--- config.mk ---
export PLATFORM = sky130hd
export DESIGN_NAME = mcpt_ctrl
export DESIGN_NICKNAME = d
export VERILOG_FILES = /design/src/rtl/core/mcpt_pkg.sv /design/src/rtl/core/mcpt_ctrl.sv
export SDC_FILE = /design/constraint.sdc
export NUM_CORES = 1
export LEC_CHECK = 0
export BUFFER_PORTS_ARGS = -buffer_cell sky130_fd_sc_hd__buf_2
export CORE_AREA = 4 4 43 45
export DETAILED_ROUTE_END_ITERATION = 12
export DIE_AREA = 0 0 47 49
export GPL_TIMING_DRIVEN = 0
export MAX_ROUTING_LAYER = met4
export PLACE_DENSITY = 0.78
export SETUP_SLACK_MARGIN = 0.05
export SYNTH_ARGS = -nofsm -noshare
export SYNTH_HDL_FRONTEND = slang
export SYNTH_SLANG_ARGS = --single-unit
--- constraint.sdc ---
create_clock -name clk -period 1.7 [get_ports clk]
set_input_delay 0.34 -clock clk [delete_from_list [all_inputs] [get_ports clk]]
set_output_delay 0.34 -clock clk [all_outputs]
set_load 0.02 [all_outputs]
--- src/rtl/core/mcpt_pkg.sv ---
package mcpt_pkg;
	localparam int FRAC_BITS = 16;
	localparam int WORD_BITS = 32;
	localparam int DIM = 4;
	localparam int IO_BITS = 32;
	localparam logic [1:0] OP_LOAD = 2'd0;
	localparam logic [1:0] OP_CONCAT = 2'd1;
	localparam logic [1:0] OP_IDENT = 2'd2;
	localparam logic [1:0] OP_XFORM = 2'd3;

	typedef struct packed {
		logic       load_el;
		logic       ident;
		logic       clr_acc;
		logic       mac;
		logic       xform;
		logic [1:0] i;
		logic [1:0] j;
		logic [1:0] k;
		logic       wr_nm;
		logic       commit;
		logic       cap_pt;
		logic       out_load;
	} cmd_t;
endpackage

--- src/rtl/core/mcpt_ctrl.sv ---
module mcpt_ctrl (
	input  logic              clk,
	input  logic              arst_n,
	input  logic              in_valid,
	input  logic [1:0]        in_op,
	output logic              in_ready,
	input  logic              out_busy,
	output mcpt_pkg::cmd_t    cmd
);
	typedef enum logic [2:0] {S_IDLE, S_CAT, S_CATWR, S_XF, S_XFWR, S_COMMIT} st_t;
	st_t st_q;
	logic [1:0] i_q, j_q, k_q;

	assign in_ready = (st_q == S_IDLE) && !out_busy;

	always_comb begin
		cmd = '0;
		cmd.i = i_q;
		cmd.j = j_q;
		cmd.k = k_q;
		case (st_q)
			S_IDLE: begin
				if (in_valid && in_ready) begin
					cmd.load_el = (in_op == mcpt_pkg::OP_LOAD);
					cmd.ident = (in_op == mcpt_pkg::OP_IDENT);
					cmd.cap_pt = (in_op == mcpt_pkg::OP_XFORM);
					cmd.clr_acc = 1'b1;
				end
			end
			S_CAT: cmd.mac = 1'b1;
			S_CATWR: begin
				cmd.wr_nm = 1'b1;
				cmd.clr_acc = 1'b1;
			end
			S_XF: begin
				cmd.mac = 1'b1;
				cmd.xform = 1'b1;
			end
			S_XFWR: begin
				cmd.wr_nm = 1'b1;
				cmd.xform = 1'b1;
				cmd.clr_acc = 1'b1;
				cmd.out_load = (i_q == 2'd2);
			end
			S_COMMIT: cmd.commit = 1'b1;
			default: ;
		endcase
	end

	always_ff @(posedge clk or negedge arst_n) begin
		if (!arst_n) begin
			st_q <= S_IDLE;
			i_q <= '0;
			j_q <= '0;
			k_q <= '0;
		end else begin
			case (st_q)
				S_IDLE: begin
					i_q <= '0;
					j_q <= '0;
					k_q <= '0;
					if (in_valid && in_ready) begin
						if (in_op == mcpt_pkg::OP_CONCAT) st_q <= S_CAT;
						else if (in_op == mcpt_pkg::OP_XFORM) st_q <= S_XF;
					end
				end
				S_CAT: begin
					k_q <= k_q + 2'd1;
					if (k_q == 2'd3) st_q <= S_CATWR;
				end
				S_CATWR: begin
					{i_q, j_q} <= {i_q, j_q} + 4'd1;
					st_q <= ({i_q, j_q} == 4'hf) ? S_COMMIT : S_CAT;
				end
				S_XF: begin
					k_q <= k_q + 2'd1;
					if (k_q == 2'd3) st_q <= S_XFWR;
				end
				S_XFWR: begin
					i_q <= i_q + 2'd1;
					st_q <= (i_q == 2'd2) ? S_IDLE : S_XF;
				end
				S_COMMIT: st_q <= S_IDLE;
				default: st_q <= S_IDLE;
			endcase
		end
	end
endmodule

==> impl_metrics.env, run 1 <==
export IMPL_status="complete, but fails checks"
export IMPL_violations="negative setup slack"
export IMPL_synthesis_area_um2=658
export IMPL_ys_top_cells_by_count="nand2_1 (13), o21ai_0 (10), dfrtp_1 (9)"
export IMPL_async_reset_ff_share_pct=100
export IMPL_cts_tree="built"
export IMPL_fin_util_pct=77.4
export IMPL_slew_headroom_pct=82.3
export IMPL_die_w_um=47
export IMPL_startpoint="st_q[1]$_DFFE_PN0P_"
export IMPL_cts_buffers=3
export IMPL_holdCritPathClass="input pin to async pin"
export IMPL_ys_dominant_reg_cell="dfrtp_1"
export IMPL_cp_arrival_ps=1410
export IMPL_drc=0
export IMPL_synth_edf_count=0
export IMPL_h_tree_depth=1
export IMPL_r2r_slack_ps=160
export IMPL_fmax_mhz=570
export IMPL_syn_to_final_growth_pct=73.0
export IMPL_rr_endpoint="i_q[0]$_DFFE_PN0P_"
export IMPL_yosys_area_top_type="dfrtp_1"
export IMPL_ir_worst_vdd_uv=1170
export IMPL_total_power_w=0.00208
export IMPL_r2r_start="st_q[1]$_DFFE_PN0P_"
export IMPL_power_switching_w=0.000924
export IMPL_cpPeakStageDelay_ps=380
export IMPL_yosysUniqueCellTypes=31
export IMPL_cp_cell_sequence="buf_6 > nor3_4 > nand2_2 > nor3b_2 > buf_4"
export IMPL_vias=790
export IMPL_place_hpwl_um=1200
export IMPL_fin_crit_sh_pct=103
export IMPL_rows=14
export IMPL_yosysWarnings=0
export IMPL_cts_buffer_depth=2
export IMPL_power_switching_share_pct=44.5
export IMPL_postSynthAreaPerCell_um2=8.23
export IMPL_slew_viol_final=0
export IMPL_wl_per_cell_um=16.3
export IMPL_power_internal_w=0.00115
export IMPL_crit_fanout=6
export IMPL_port_buffers=21
export IMPL_synth_nets=90
export IMPL_finalWorstSetupSlack_ps=-54.1
export IMPL_drtIter0Drc=29
export IMPL_antenna_found_initial=0
export IMPL_leakage_nw=0.547
export IMPL_cp_buffers_inverters=2
export IMPL_seq_area_frac_synth_pct=34.2
export IMPL_clock_root_buffer="clkbuf_4"
export IMPL_drive_gt1_share_pct=53.7
export IMPL_io_pins=22
export IMPL_finalHoldViolCount=0
export IMPL_worstMarginPinSlew_ps=264
export IMPL_seq_power_share_pct=20.6
export IMPL_cts_clk_slew_worst_paths_ps=70
export IMPL_synth_largest_type_area_fraction_pct=34.2
export IMPL_yosysMostFrequentCell="nand2_1"
export IMPL_antenna_left=0
export IMPL_vias_per_cell=5.68
export IMPL_powerDensity_nw_per_um2=1820
export IMPL_clockPowerShare_pct=8.5
export IMPL_crit_slowest_cell="dfrtp_1"
export IMPL_grt_overflow=0
export IMPL_end_kind="output pin"
export IMPL_core_um2=1470
export IMPL_max_cap_violations=0
export IMPL_synthTopCellsByArea="dfrtp_1 (34%), ha_1 (7.6%), o21ai_0 (7.6%), nand2_1 (7.4%), nor2_1 (3.4%)"
export IMPL_cp_required_ps=1360
export IMPL_synth_seq_cells=9
export IMPL_drtPass1Iterations=4
export IMPL_r2r_cells=6
export IMPL_diodes=0
export IMPL_synthCells=80
export IMPL_cts_sinks=9
export IMPL_nets=134
export IMPL_min_period_ps=1750
export IMPL_clk_latency_ps=270
export IMPL_grt_max_degree=11
export IMPL_setup_worst_path_start_class="flip-flop"
export IMPL_die_y_um=49
export IMPL_p_comb_share_pct=71.0
export IMPL_finalWeightedCongestion=0.774
export IMPL_grt_usage_pct=20.3
export IMPL_cpLargestDelayFamily="simple AND/OR/NAND/NOR gates"
export IMPL_setup_viol=6
export IMPL_grt_pass1_vias=728
export IMPL_path_class="flip-flop to output pin"
export IMPL_die_area_um2=2300
export IMPL_routed_wirelength_um=2260
export IMPL_finalClockSkew_ps=6.28
export IMPL_initial_core_util_pct=44.7
export IMPL_grt_pass1_wl_um=3370
export IMPL_rsz0062_at_grt="yes"
==> cell usage in the layout, fill, tap and decap left out, drive strengths merged, types with 2 or more instances in the layout <==
cell	instances
nand3b	2
dfrtp	9
nor2	6
and2	2
nand3	2
inv	2
nor2b	2
clkbuf	5
nor3b	2
ha	4
buf	43
nor3	4
a221o	2
o21ai	10
nand2	13
==> worst register-to-register path, delay by kind of cell, from the launching register on <==
kind	cells	cell delay, ps
DFF	1	380
buffers and inverters	3	410
and+or+nand+nor	1	350
AOI/OAI and AO/OA	2	360
==> cells by family after synthesis <==
family                     Yosys count  synth area share [%]
adders and majority gates            4                  7.60
xor gates and xnor gates             1                  1.33
AOI/OAI and AO/OA                   18                  18.1
buffers and inverters                8                  5.32
and+or+nand+nor                     39                  31.2
DFF                                  9                  34.2
muxes                                1                  2.28
==> area by class of cell <==
class | count | area, um^2
Sequential cell | 9 | 228
Buffer | 6 | 88.8
Fill cell | 105 | 333
Inverter | 2 | 7.51
Multi-Input combinational cell | 63 | 482
Tap cell | 16 | 20.0
Timing Repair Buffer | 39 | 287
Clock buffer | 4 | 26.3
==> per-layer routing <==
layer	part of all wire [%]	track usage, %
met1	43	27.3
met2	50	30.1
met3	4.8	3.69
met4	1.9	6.91
met5	0	-
==> power groups by stage <==
stage	Sequential, W	Clock, W	Combinational [W]
3_3_place_gp	0.000407	0	0.000864
4_1_cts	0.000422	0.000174	0.00125
6_report	0.000427	0.000176	0.00147
3_5_place_dp	0.000419	0	0.000887
2_1_floorplan	0.000467	0	0.000582
5_1_grt	0.000437	0.000187	0.00158
==> how the worst max path moves through the flow <==
stage / to / slack (ps) / cells after the start
3_5_place_dp: cmd[0] / 50 / 5
3_3_place_gp: cmd[0] / 30 / 5
2_1_floorplan: cmd[14] / 40 / 4
5_1_grt: cmd[13] / -120 / 5
6_report: cmd[13] / -50 / 5
4_1_cts: cmd[13] / -30 / 5
==> registers in the layout, indices dropped and copies added (netlist names) <==
name	cells
i_q	2
j_q	2
k_q	2
st_q	3
==> through the flow <==
stage | instances | area [um^2] | setup WS [ps] | hold WS [ps] | TNS (ps)
floorplan | 80 | 669 | 37.7 | 44.4 | 0
global placement | 117 | 795 | 32.5 | 209 | 0
detailed placement | 117 | 795 | 54.3 | 211 | 0
CTS | 134 | 1050 | -30.2 | 471 | -76.8
global route | 139 | 1140 | -123 | 476 | -631
finish | 139 | 1140 | -54.1 | 452 | -199
==> timing repair <==
item,CTS,global route
pin swaps,7,5
gates resized for setup,38,13
hold endpoints to repair,9,0
hold buffers,1,0
setup endpoints to repair,9,10
setup buffers,12,5
Note: power is estimated with default switching activity, not from simulation.
==> inputs of run 2 (changes only) <==
--- a/config.mk
+++ b/config.mk
@@ -6,10 +6,9 @@
 export NUM_CORES = 1
 export LEC_CHECK = 0
 export BUFFER_PORTS_ARGS = -buffer_cell sky130_fd_sc_hd__buf_2
-export CORE_AREA = 4 4 43 45
+export CORE_AREA = 3 3 42 44
 export DETAILED_ROUTE_END_ITERATION = 12
-export DIE_AREA = 0 0 47 49
-export GPL_TIMING_DRIVEN = 0
+export DIE_AREA = 0 0 45 47
 export MAX_ROUTING_LAYER = met4
 export PLACE_DENSITY = 0.78
 export SETUP_SLACK_MARGIN = 0.05
==> impl_metrics.env, run 2 (same netlist as run 1, synthesis figures left out) <==
export IMPL_drtPass1Iterations=2
export IMPL_cts_buffer_depth=2
export IMPL_top_register="st_q"
export IMPL_syn_to_final_growth_pct=43.7
export IMPL_place_hpwl_um=1060
export IMPL_finalWorstSetupSlack_ps=4.43
export IMPL_fin_crit_sh_pct=99.7
export IMPL_wl_per_cell_um=13.8
export IMPL_cts_tree="built"
export IMPL_clk_latency_ps=270
export IMPL_cpPeakStageDelay_ps=410
export IMPL_crit_slowest_cell="dfrtp_1"
export IMPL_ir_worst_vdd_uv=942
export IMPL_setup_viol=0
export IMPL_setup_worst_path_start_class="flip-flop"
export IMPL_vias_per_cell=5.52
export IMPL_grt_overflow=0
export IMPL_diodes=0
export IMPL_vias=695
export IMPL_post_place_cells=115
export IMPL_grt_pass1_vias=589
export IMPL_status="finished, final reports clean"
export IMPL_total_power_w=0.00169
export IMPL_io_pins=22
export IMPL_cts_sinks=9
export IMPL_routed_wirelength_um=1740
export IMPL_final_cells=126
export IMPL_largest_reg_flops=3
export IMPL_port_buffers=21
export IMPL_slew_viol_final=0
export IMPL_leakage_nw=0.459
export IMPL_drc=0
export IMPL_grt_pass1_wl_um=2620
export IMPL_max_cap_violations=0
export IMPL_powerDensity_nw_per_um2=1790
export IMPL_grt_usage_pct=17.9
export IMPL_path_class="flip-flop to output pin"
export IMPL_end_kind="output pin"
export IMPL_drive_gt1_share_pct=44.5
export IMPL_finalClockSkew_ps=7.68
export IMPL_final_cell_mix="buf_2 (16), buf_4 (13), nand2_1 (12)"
export IMPL_place_area_um2=797
export IMPL_nets=121
export IMPL_fmax_mhz=590
export IMPL_core_um2=1470
export IMPL_hold_ws_ps=461
export IMPL_rsz0062_at_grt="yes"
export IMPL_cp_buffers_inverters=1
export IMPL_final_area_um2=946
export IMPL_cpLargestDelayFamily="simple AND/OR/NAND/NOR gates"
export IMPL_die_y_um=47
export IMPL_finalHoldViolCount=0
export IMPL_antenna_found_initial=0
export IMPL_drtIter0Drc=5
export IMPL_initial_core_util_pct=44.7
export IMPL_rows=14
export IMPL_place_ws_ps=261
export IMPL_h_tree_depth=1
export IMPL_cp_arrival_ps=1360
export IMPL_crit_fanout=4
export IMPL_antenna_left=0
export IMPL_cts_clk_slew_worst_paths_ps=70
export IMPL_cts_buffers=3
export IMPL_die_w_um=45
export IMPL_finalWeightedCongestion=0.807
export IMPL_cp_cell_sequence="nor3_2 > nand2_2 > nor3b_2 > buf_4"
export IMPL_cp_required_ps=1360
export IMPL_min_period_ps=1700
export IMPL_worstMarginPinSlew_ps=233
export IMPL_final_common_cell="buf_2"
export IMPL_holdCritPathClass="input pin to async pin"
export IMPL_clock_root_buffer="clkbuf_4"
export IMPL_slew_headroom_pct=84.4
export IMPL_grt_max_degree=21
export IMPL_die_area_um2=2120
run 2: changes by cell type in the layout (fill, tap and decap cells not counted), sizes merged:
cell	change
buf	-12
clkbuf	-1
run 2: worst register-to-register path, stage by stage, from the launching register on:
cell and delay, ps:
dfrtp_2 440, buf_6 160, buf_4 130, buf_4 120
or3_1 350, a21boi_0 170, a221o_2 130
run 2: report_power, final:
part	internal (W)	switching, W
Clock	0.0000908	0.0000839
Combinational	0.000498	0.000604
Sequential	0.000313	0.000102
run 2: final cells by class:
| class | count | area [um^2] |
|---|---|---|
| fillers | 127 | 526 |
| inverters | 2 | 7.51 |
| multi-input cells | 63 | 453 |
| well taps | 16 | 20.0 |
| flip-flops and latches | 9 | 229 |
| clock buffers | 4 | 26.3 |
| repair buffers | 32 | 210 |
run 2: per-stage QoR:
step	util [%]	setup TNS, ps
final	64.3	0
after global routing	64.3	-100
after CTS	58.6	0
after detailed placement	54.2	0
after global placement	54.2	0
after floorplan	-	0
run 2: metal layers:
metal | part of all wire (%) | global-route usage [%] | vias up
li1 | - | - | 342
met1 | 44 | 23.4 | 332
met2 | 48 | 24.9 | 16
met3 | 5.3 | 4.21 | 5
met4 | 2.4 | 10.5 | 0
met5 | 0 | - | -
run 2: worst paths after layout:
| kind | startpoint | depth (start not counted) | end | slack [ps] |
|---|---|---|---|---|
| worst max register to register | st_q[0]$_DFFE_PN0P_ | 6 | i_q[0]$_DFFE_PN0P_ | 130 |
| worst min-delay path | arst_n | 2 | st_q[2]$_DFFE_PN0P_ | 460 |
| worst min register to register | k_q[0]$_DFFE_PN0P_ | 1 | k_q[0]$_DFFE_PN0P_ | 530 |
| min in group clk | in_op[1] | 3 | st_q[1]$_DFFE_PN0P_ | 510 |
| worst max-delay path | st_q[2]$_DFFE_PN0P_ | 4 | cmd[13] | 4 |
| max in group asynchronous | arst_n | 2 | i_q[1]$_DFFE_PN0P_ | 1020 |
run 2: what timing repair did:
item,CTS,global route
setup endpoints to repair,7,9
gates cloned,1,0
endpoints found under the hold margin,9,0
gates resized for setup,5,14
setup buffers,1,4
pin swaps,3,0
hold buffers,1,0
